**src/rtl/core/bgws_pkg.sv**
```systemverilog
// Shared types and constants for the grid warp sampler.
`timescale 1ns / 1ps
package bgws_pkg;
  typedef enum logic [1:0] {
    FUNC_LOAD_X = 2'd0,
    FUNC_LOAD_Y = 2'd1,
    FUNC_LOAD_D = 2'd2,
    FUNC_SAMPLE = 2'd3
  } func_t;

  localparam int unsigned REG_X_POINTS    = 0;
  localparam int unsigned REG_Y_POINTS    = 1;
  localparam int unsigned MAX_AXIS_POINTS = 16;
  localparam int unsigned WEIGHT_ONE      = 65536;
  localparam int unsigned WEIGHT_SHIFT    = 16;
  localparam int unsigned SNAP_LSB        = 6;
  localparam int unsigned DEFORM_DEPTH    = 256;

  typedef struct packed {
    func_t       func;
    logic [7:0]  slot;
    logic [31:0] value_x;
    logic [31:0] value_y;
  } cmd_t;

  typedef struct packed {
    logic        valid_res;
    logic [3:0]  cell_col;
    logic [3:0]  cell_row;
    logic [16:0] weight_u;
    logic [16:0] weight_v;
    logic [31:0] warped_x;
    logic [31:0] warped_y;
    logic [31:0] offset_x;
    logic [31:0] offset_y;
  } res_t;

  typedef enum logic [3:0] {
    ST_IDLE, ST_CLEAR, ST_SRCH, ST_DIV, ST_DFRD, ST_DFWT, ST_MUL, ST_DONE
  } state_t;

  function automatic logic [31:0] sat32(input logic signed [63:0] v);
    if (v > 64'sd2147483647) return 32'h7fffffff;
    if (v < -64'sd2147483648) return 32'h80000000;
    return v[31:0];
  endfunction
endpackage

```
**src/rtl/core/bgws_fifo.sv**
```systemverilog
// Two-entry command queue between the front and the back.
`timescale 1ns / 1ps
module bgws_fifo
  import bgws_pkg::*;
(
  input  logic clk,
  input  logic rst,
  input  logic push,
  input  cmd_t wdata,
  output logic full,
  input  logic pop,
  output logic empty,
  output cmd_t rdata
);
  cmd_t q [2];
  logic wp, rp;
  logic [1:0] cnt;
  assign full  = cnt == 2'd2;
  assign empty = cnt == 2'd0;
  assign rdata = q[rp];
  always_ff @(posedge clk) begin
    if (rst) begin
      wp <= 1'b0;
      rp <= 1'b0;
      cnt <= 2'd0;
    end else begin
      if (push) wp <= ~wp;
      if (pop) rp <= ~rp;
      cnt <= cnt + {1'b0, push} - {1'b0, pop};
    end
    if (push) q[wp] <= wdata;
  end
endmodule

```
**config.mk**
```make
export PLATFORM = sky130hd
export DESIGN_NAME = bgws_fifo
export DESIGN_NICKNAME = d
export VERILOG_FILES = /design/src/rtl/core/bgws_pkg.sv /design/src/rtl/core/bgws_fifo.sv
export SDC_FILE = /design/constraint.sdc
export NUM_CORES = 1
export LEC_CHECK = 0
export ABC_AREA = 0
export BUFFER_PORTS_ARGS = -buffer_cell sky130_fd_sc_hd__buf_2
export CORE_MARGIN = 2
export CORE_UTILIZATION = 47
export CTS_CLUSTER_DIAMETER = 40
export DETAILED_ROUTE_END_ITERATION = 12
export GPL_ROUTABILITY_DRIVEN = 0
export PLACE_DENSITY = 0.83
export SLEW_MARGIN = 20
export SYNTH_ARGS = -nofsm -noshare
export SYNTH_HDL_FRONTEND = slang
export SYNTH_SLANG_ARGS = --single-unit
```
**constraint.sdc**
```tcl
create_clock -name clk -period 4.05 [get_ports clk]
set_input_delay 0.6075 -clock clk [delete_from_list [all_inputs] [get_ports clk]]
set_output_delay 0.6075 -clock clk [all_outputs]
set_load 0.02 [all_outputs]
```
==> flow_metrics.py, run 1 <==
metrics = {
    "yosys": {
        "synth.top_cell.area_share_pct": 76.58,
        "ys.flop_type": "edfxtp_1",
        "avgSynthCellArea_um2": 23.12,
        "ys_top_cells_by_area": "edfxtp_1 77%, mux2_4 16%, mux2_2 2.7%",
        "yosys_warnings": 0,
        "ys_ff_latch": 153,
        "synth.yosys.seq_area_share_pct": 78.31,
        "synth_cells": 251,
        "synthTopCellsByCount": "148 x edfxtp_1, 60 x mux2_4, 14 x mux2_2",
        "synth_edf_count": 148,
        "yosysMostFrequentCell": "edfxtp_1",
        "syn-num-nets": 331,
        "syn-cell-area_um2": 5803,
        "ys_async_sr_fraction_pct": 0,
        "synth_top_cell_by_area": "edfxtp_1",
        "yosysUniqueCellTypes": 13,
    },
    "routing": {
        "drtIter0Drc": 148,
        "ant_nets": 0,
        "wl_um": 9657,
        "via_per_inst": 4.870,
        "wl_per_cell_um": 16.71,
        "via_count": 2815,
        "drc": 0,
        "first_pass_iters": 7,
    },
    "critical_path": {
        "worstReg2RegStart": "wp",
        "critPathCaptureType": "primary output",
        "worstPathRequired_ns": 3.44,
        "start_kind": "flip-flop",
        "crit_type": "reg2out",
        "cp.arrival_ns": 2.19,
        "setup.reg_to_reg.worst_slack_ns": 2.39,
        "cp_max_fo": 44,
        "r2r-end": "q[1][39]",
        "worstRegToRegCells": 1,
    },
    "global_route": {
        "grt-busiest-layer": "met2",
        "global_route.usage.met2_pct": 25.65,
        "grt_usage_pct": 14.98,
        "grt-ovfl-total": 0,
        "antenna_found_initial": 1,
        "grt_pass1_wl_um": 14420,
        "grt_max_degree": 75,
        "grt_pass1_vias": 3003,
        "grt.met3_usage_pct": 5.851,
        "grt_util_met1_pct": 16.16,
    },
    "clock_tree": {
        "htree_num_levels": 4,
        "clk_path_buf_depth": 2,
        "cts_resized": 0,
        "clk_latency_ns": 0.40,
        "clock-sinks": 153,
        "clk_pin_slew_worst_paths_ns": 0.06,
        "cts_setup_buffers": 0,
        "cts_tree": "done",
        "ctsHoldBuffers": 0,
        "cts-root-buf": "clkbuf_16",
        "cts-buffers-inserted": 17,
    },
    "cells_and_area": {
        "synthToLayoutAreaGrowth_pct": 24.75,
        "layout-drive-gt1-share_pct": 60.23,
        "fin_nets": 498,
        "utilization_pct": 60.27,
        "fin_area_um2": 7239,
        "nFillCells": 871,
    },
    "placement": {
        "port_buffers": 153,
        "dpl_cell_area_um2": 6718,
        "dp_hpwl_um": 6331,
    },
    "pwr": {
        "p_leak_nw": 2.875,
        "powerDensity_nw_per_um2": 520.0,
        "power_mw": 3.764,
        "max-vdd-ir-drop_mv": 0.3362,
    },
    "die": {
        "fp-row-count": 40,
        "start_util_pct": 48.31,
        "fp.dieH_um": 115.1,
        "dieArea_um2": 13250,
        "core_area_um2": 12010,
        "pin_count": 154,
        "die_w_um": 115.1,
    },
    "sta": {
        "hold-worst-slack_ns": 0.3868,
        "tns_ns": 0,
        "slew-limit-headroom_pct": 32.95,
        "setup_violations": 0,
        "tightest_slew_ns": 1.006,
        "finalCritPeriodShare_pct": 69.12,
        "max_clock_freq_mhz": 357.2,
        "finalMaxSlewViolations": 0,
        "timing.final.crit_period_ns": 2.799,
        "hold_viol": 0,
        "rsz0062_at_grt": "false",
        "fin_skew_ns": 0.003313,
    },
    "hold_path": {
        "min_from": "wdata[5]",
        "min_to": "q[1][5]",
        "hold_class": "in2reg",
        "worstHoldPathCells": 1,
    },
    "status": {
        "status": "complete, no violations",
    },
    "flow_run": {
        "cap_violations": 0,
    },
}
[per-stage QoR]
step	instances	setup slack, ns
2_1_floorplan	251	1.071
3_3_place_gp	546	1.655
3_5_place_dp	546	1.627
4_1_cts	577	1.184
5_1_grt	577	1.135
6_report	578	1.251
[report_power, final]
group          internal, mW  switching, mW
sequential             1.85         0.0490
combinational         0.227          0.254
clock                 0.828          0.557
[final cells by class]
type / count / area, um^2 / share of cell area (%)
Sequential cell: 153 / 4548 / 62.82
Multi-Input combinational cell: 88 / 1177 / 16.26
Timing Repair Buffer: 156 / 800.8 / 11.06
Clock buffer: 20 / 436.7 / 6.032
Tap cell: 147 / 183.9 / 2.541
Clock inverter: 11 / 82.58 / 1.141
Inverter: 2 / 7.507 / 0.1037
Antenna cell: 1 / 2.502 / 0.03457
[cell usage in the layout (no fill, tap or decap), types with 3 or more instances in the layout]
cell       Yosys  final
buf_2          1    153
clkbuf_1       0      3
clkbuf_16      0     17
clkinv_2       0      6
dfxtp_1        5      4
edfxtp_1     148    148
mux2_2        14     14
mux2_4        60     60
nor2_1         5      5
[cell families (layout without fill, tap and decap cells)]
kind of cell	count (synthesis)	after routing	share of synthesized area, %
flops	153	153	78.31
mux	74	74	18.24
buf+inv	10	189	1.574
simple gates	9	9	0.7548
xor+xnor	3	3	0.6900
fa+ha+maj	2	2	0.4312
other cells	0	1	0
[critical path, stage by stage, from the launching register on]
cell and delay, ns:
dfxtp_4 0.84, buf_4 0.42, mux2_4 0.34, buf_2 0.16
[state kept, by name, indices dropped and copies added (netlist names), named ones only]
name and cells:
wp 1, rp 1, q 148, cnt 2
[layer usage]
layer	vias to the layer above	wire, um
met5	-	0
met4	0	201
met3	18	706
met2	109	4996
met1	1367	3751
li1	1321	-
[how the worst max path moves through the flow]
| stage | to | start |
|---|---|---|
| detailed placement | rdata[61] | flip-flop |
| finish | rdata[16] | flip-flop |
| global placement | rdata[67] | flip-flop |
| CTS | rdata[56] | flip-flop |
| global route | rdata[61] | flip-flop |
| floorplan | q[0][0] | push |
Power figures use the tool's default switching activity.
==> inputs of run 2 (changes only) <==
--- a/config.mk
+++ b/config.mk
@@ -5,7 +5,7 @@
 export SDC_FILE = /design/constraint.sdc
 export NUM_CORES = 1
 export LEC_CHECK = 0
-export ABC_AREA = 0
+export ABC_AREA = 1
 export BUFFER_PORTS_ARGS = -buffer_cell sky130_fd_sc_hd__buf_2
 export CORE_MARGIN = 2
 export CORE_UTILIZATION = 47
==> constraint.sdc (replaced) <==
create_clock -name clk -period 2.3 [get_ports clk]
set_input_delay 0.345 -clock clk [delete_from_list [all_inputs] [get_ports clk]]
set_output_delay 0.345 -clock clk [all_outputs]
set_load 0.02 [all_outputs]
==> run 2 against run 1 <==
Non-clock buffer count grew 3. Cell count grew 5.9%. Utilization grew 1.5 points. Clock skew grew 0.0017 ns. Register-to-register slack lost 1.4 ns. Sequential power grew 73%. Critical path depth is the same.
==> flow_metrics.py, run 2 <==
metrics = {
    "sta": {
        "max_clock_freq_mhz": 474.1,
        "tightest_slew_ns": 0.5354,
        "rsz0062_at_grt": "false",
        "finalMaxSlewViolations": 0,
        "slew-limit-headroom_pct": 64.31,
        "fin_skew_ns": 0.004998,
        "timing.final.crit_period_ns": 2.109,
        "hold-worst-slack_ns": 0.1163,
        "hold_viol": 0,
        "setup_violations": 0,
        "finalCritPeriodShare_pct": 91.70,
    },
    "yosys": {
        "synth.top_cell.area_share_pct": 76.49,
        "synth_edf_count": 148,
        "synth_top_cell_by_area": "edfxtp_1",
        "avgSynthCellArea_um2": 22.26,
        "ys_async_sr_fraction_pct": 0,
        "synth.yosys.seq_area_share_pct": 78.21,
        "syn-cell-area_um2": 5811,
        "yosysUniqueCellTypes": 14,
        "synth_cells": 261,
        "syn-num-nets": 341,
        "yosysMostFrequentCell": "edfxtp_1",
        "yosys_warnings": 0,
        "ys_top_cells_by_area": "edfxtp_1 76%, mux2_4 16%, mux2_2 2.7%",
        "ys_ff_latch": 153,
        "synthTopCellsByCount": "148 x edfxtp_1, 60 x mux2_4, 14 x mux2_2",
        "ys.flop_type": "edfxtp_1",
    },
    "hold_path": {
        "min_to": "q[1][18]",
        "min_from": "wdata[18]",
        "hold_class": "in2reg",
        "worstHoldPathCells": 1,
    },
    "critical_path": {
        "r2r-end": "cnt[1]",
        "cp_max_fo": 22,
        "cp.arrival_ns": 1.76,
        "cp_slowest_stage_delay_ns": 0.58,
        "worstReg2RegStart": "cnt[0]",
        "worstRegToRegCells": 8,
        "start_kind": "flip-flop",
        "crit_type": "reg2out",
        "crit_slowest_cell": "dfxtp_4",
        "critPathCaptureType": "primary output",
        "crit_chain": "buf_4 -> mux2_2 -> buf_2",
        "setup.reg_to_reg.worst_slack_ns": 0.99,
        "worstPathRequired_ns": 1.96,
    },
    "global_route": {
        "grt_usage_pct": 15.07,
        "antenna_found_initial": 0,
        "grt-ovfl-total": 0,
        "grt_pass1_wl_um": 14530,
        "grt_pass1_vias": 2888,
        "grt_max_degree": 76,
    },
    "pwr": {
        "power_mw": 7.076,
        "powerDensity_nw_per_um2": 950.1,
        "power_frac_seq_pct": 46.5,
        "max-vdd-ir-drop_mv": 0.6089,
        "p_clk_share_pct": 42.0,
        "power.switching_mw": 1.537,
        "combPwrFrac_pct": 11.5,
        "p_sw_share_pct": 21.73,
        "p_leak_nw": 2.970,
        "intPower_mw": 5.538,
    },
    "die": {
        "core_area_um2": 12060,
        "start_util_pct": 48.17,
        "die_w_um": 115.2,
        "fp.dieH_um": 115.2,
        "fp-row-count": 40,
        "pin_count": 154,
        "dieArea_um2": 13270,
    },
    "cells_and_area": {
        "nFillCells": 853,
        "regMostFlops": "q",
        "layout_commonest_cell": "buf_2",
        "top_regs": "q (148), cnt (2)",
        "diodes": 0,
        "regArea_um2": 4548,
        "fin_cells": 612,
        "fin_nets": 511,
        "layout-drive-gt1-share_pct": 60.14,
        "largest_register_ffs": 148,
        "synthToLayoutAreaGrowth_pct": 28.17,
        "fin_area_um2": 7447,
        "multi_input_area_um2": 1160,
        "layout_common_cells": "153 x buf_2, 148 x edfxtp_1, 60 x mux2_4",
    },
    "clock_tree": {
        "ctsHoldBuffers": 0,
        "cts_setup_buffers": 0,
        "clk_path_buf_depth": 2,
        "cts-buffers-inserted": 17,
        "cts_tree": "done",
        "clk_latency_ns": 0.41,
        "htree_num_levels": 4,
        "clk_pin_slew_worst_paths_ns": 0.06,
        "cts_resized": 0,
        "clock-sinks": 153,
        "cts-root-buf": "clkbuf_16",
    },
    "routing": {
        "first_pass_iters": 4,
        "drtIter0Drc": 114,
        "drc": 0,
        "via_per_inst": 4.706,
        "wl_per_cell_um": 15.89,
        "wl_um": 9725,
        "via_count": 2880,
        "ant_nets": 0,
    },
    "placement": {
        "dp.cells": 580,
        "dp_hpwl_um": 6407,
        "port_buffers": 153,
        "dpl_cell_area_um2": 6798,
    },
    "flow_run": {
        "cap_violations": 0,
    },
    "status": {
        "status": "complete, no violations",
    },
}
## run 2: worst max-delay path by stage
stage	slack [ns]	end	startpoint	cells past startpoint
after floorplan	-0.02	q[1][0]	wp	2
after global placement	0.62	rdata[67]	flip-flop	3
after detailed placement	0.61	rdata[38]	flip-flop	3
after CTS	0.15	rdata[1]	flip-flop	3
after global routing	0.09	rdata[1]	flip-flop	3
final	0.19	rdata[1]	flip-flop	3
## run 2: logic make-up after synthesis
group	share of synthesized area, %
compound gates	0.08605
xor+xnor	0.1508
flops	78.21
simple gates	0.9472
mux	18.22
fa+ha+maj	0.4306
buf+inv	1.960
## run 2: power groups by stage
| stage | Sequential [mW] | Combinational [mW] | Clock [mW] |
|---|---|---|---|
| after global routing | 3.30 | 0.872 | 3.14 |
| after CTS | 3.29 | 0.827 | 3.04 |
| after detailed placement | 3.35 | 0.823 | 0 |
| after floorplan | 3.32 | 0.579 | 0 |
| after global placement | 3.34 | 0.806 | 0 |
| final | 3.29 | 0.815 | 2.97 |
## run 2: area by class of cell
| cell class | count | area share, % |
|---|---|---|
| clock buffer | 22 | 6.502 |
| tap | 168 | 2.823 |
| sequential | 153 | 61.07 |
| timing repair buffer | 159 | 11.39 |
| clock inverter | 10 | 2.218 |
| multi-input combinational | 92 | 15.57 |
| inverter | 8 | 0.4200 |
## run 2: critical path: cells and delay by family, from the launching register on
kind / cells / cell delay [ns]
mux: 1 / 0.35
flops: 1 / 0.58
buf+inv: 2 / 0.42
## run 2: per-stage QoR
| stage | utilization, % | setup TNS [ns] | worst slack (ns) |
|---|---|---|---|
| after global routing | 61.74 | 0 | 0.09286 |
| after global placement | 56.36 | 0 | 0.6160 |
| final | 61.74 | 0 | 0.1909 |
| after CTS | 61.74 | 0 | 0.1505 |
| after floorplan | - | -1.370 | -0.01852 |
| after detailed placement | 56.36 | 0 | 0.6053 |
## run 2: per-layer routing
metal	up-vias	GRT usage, %	part of all wire, %
met5	-	0	0
li1	1356	-	-
met3	16	5.693	5.6
met1	1398	17.46	41
met4	0	8.273	2.1
met2	110	24.31	51
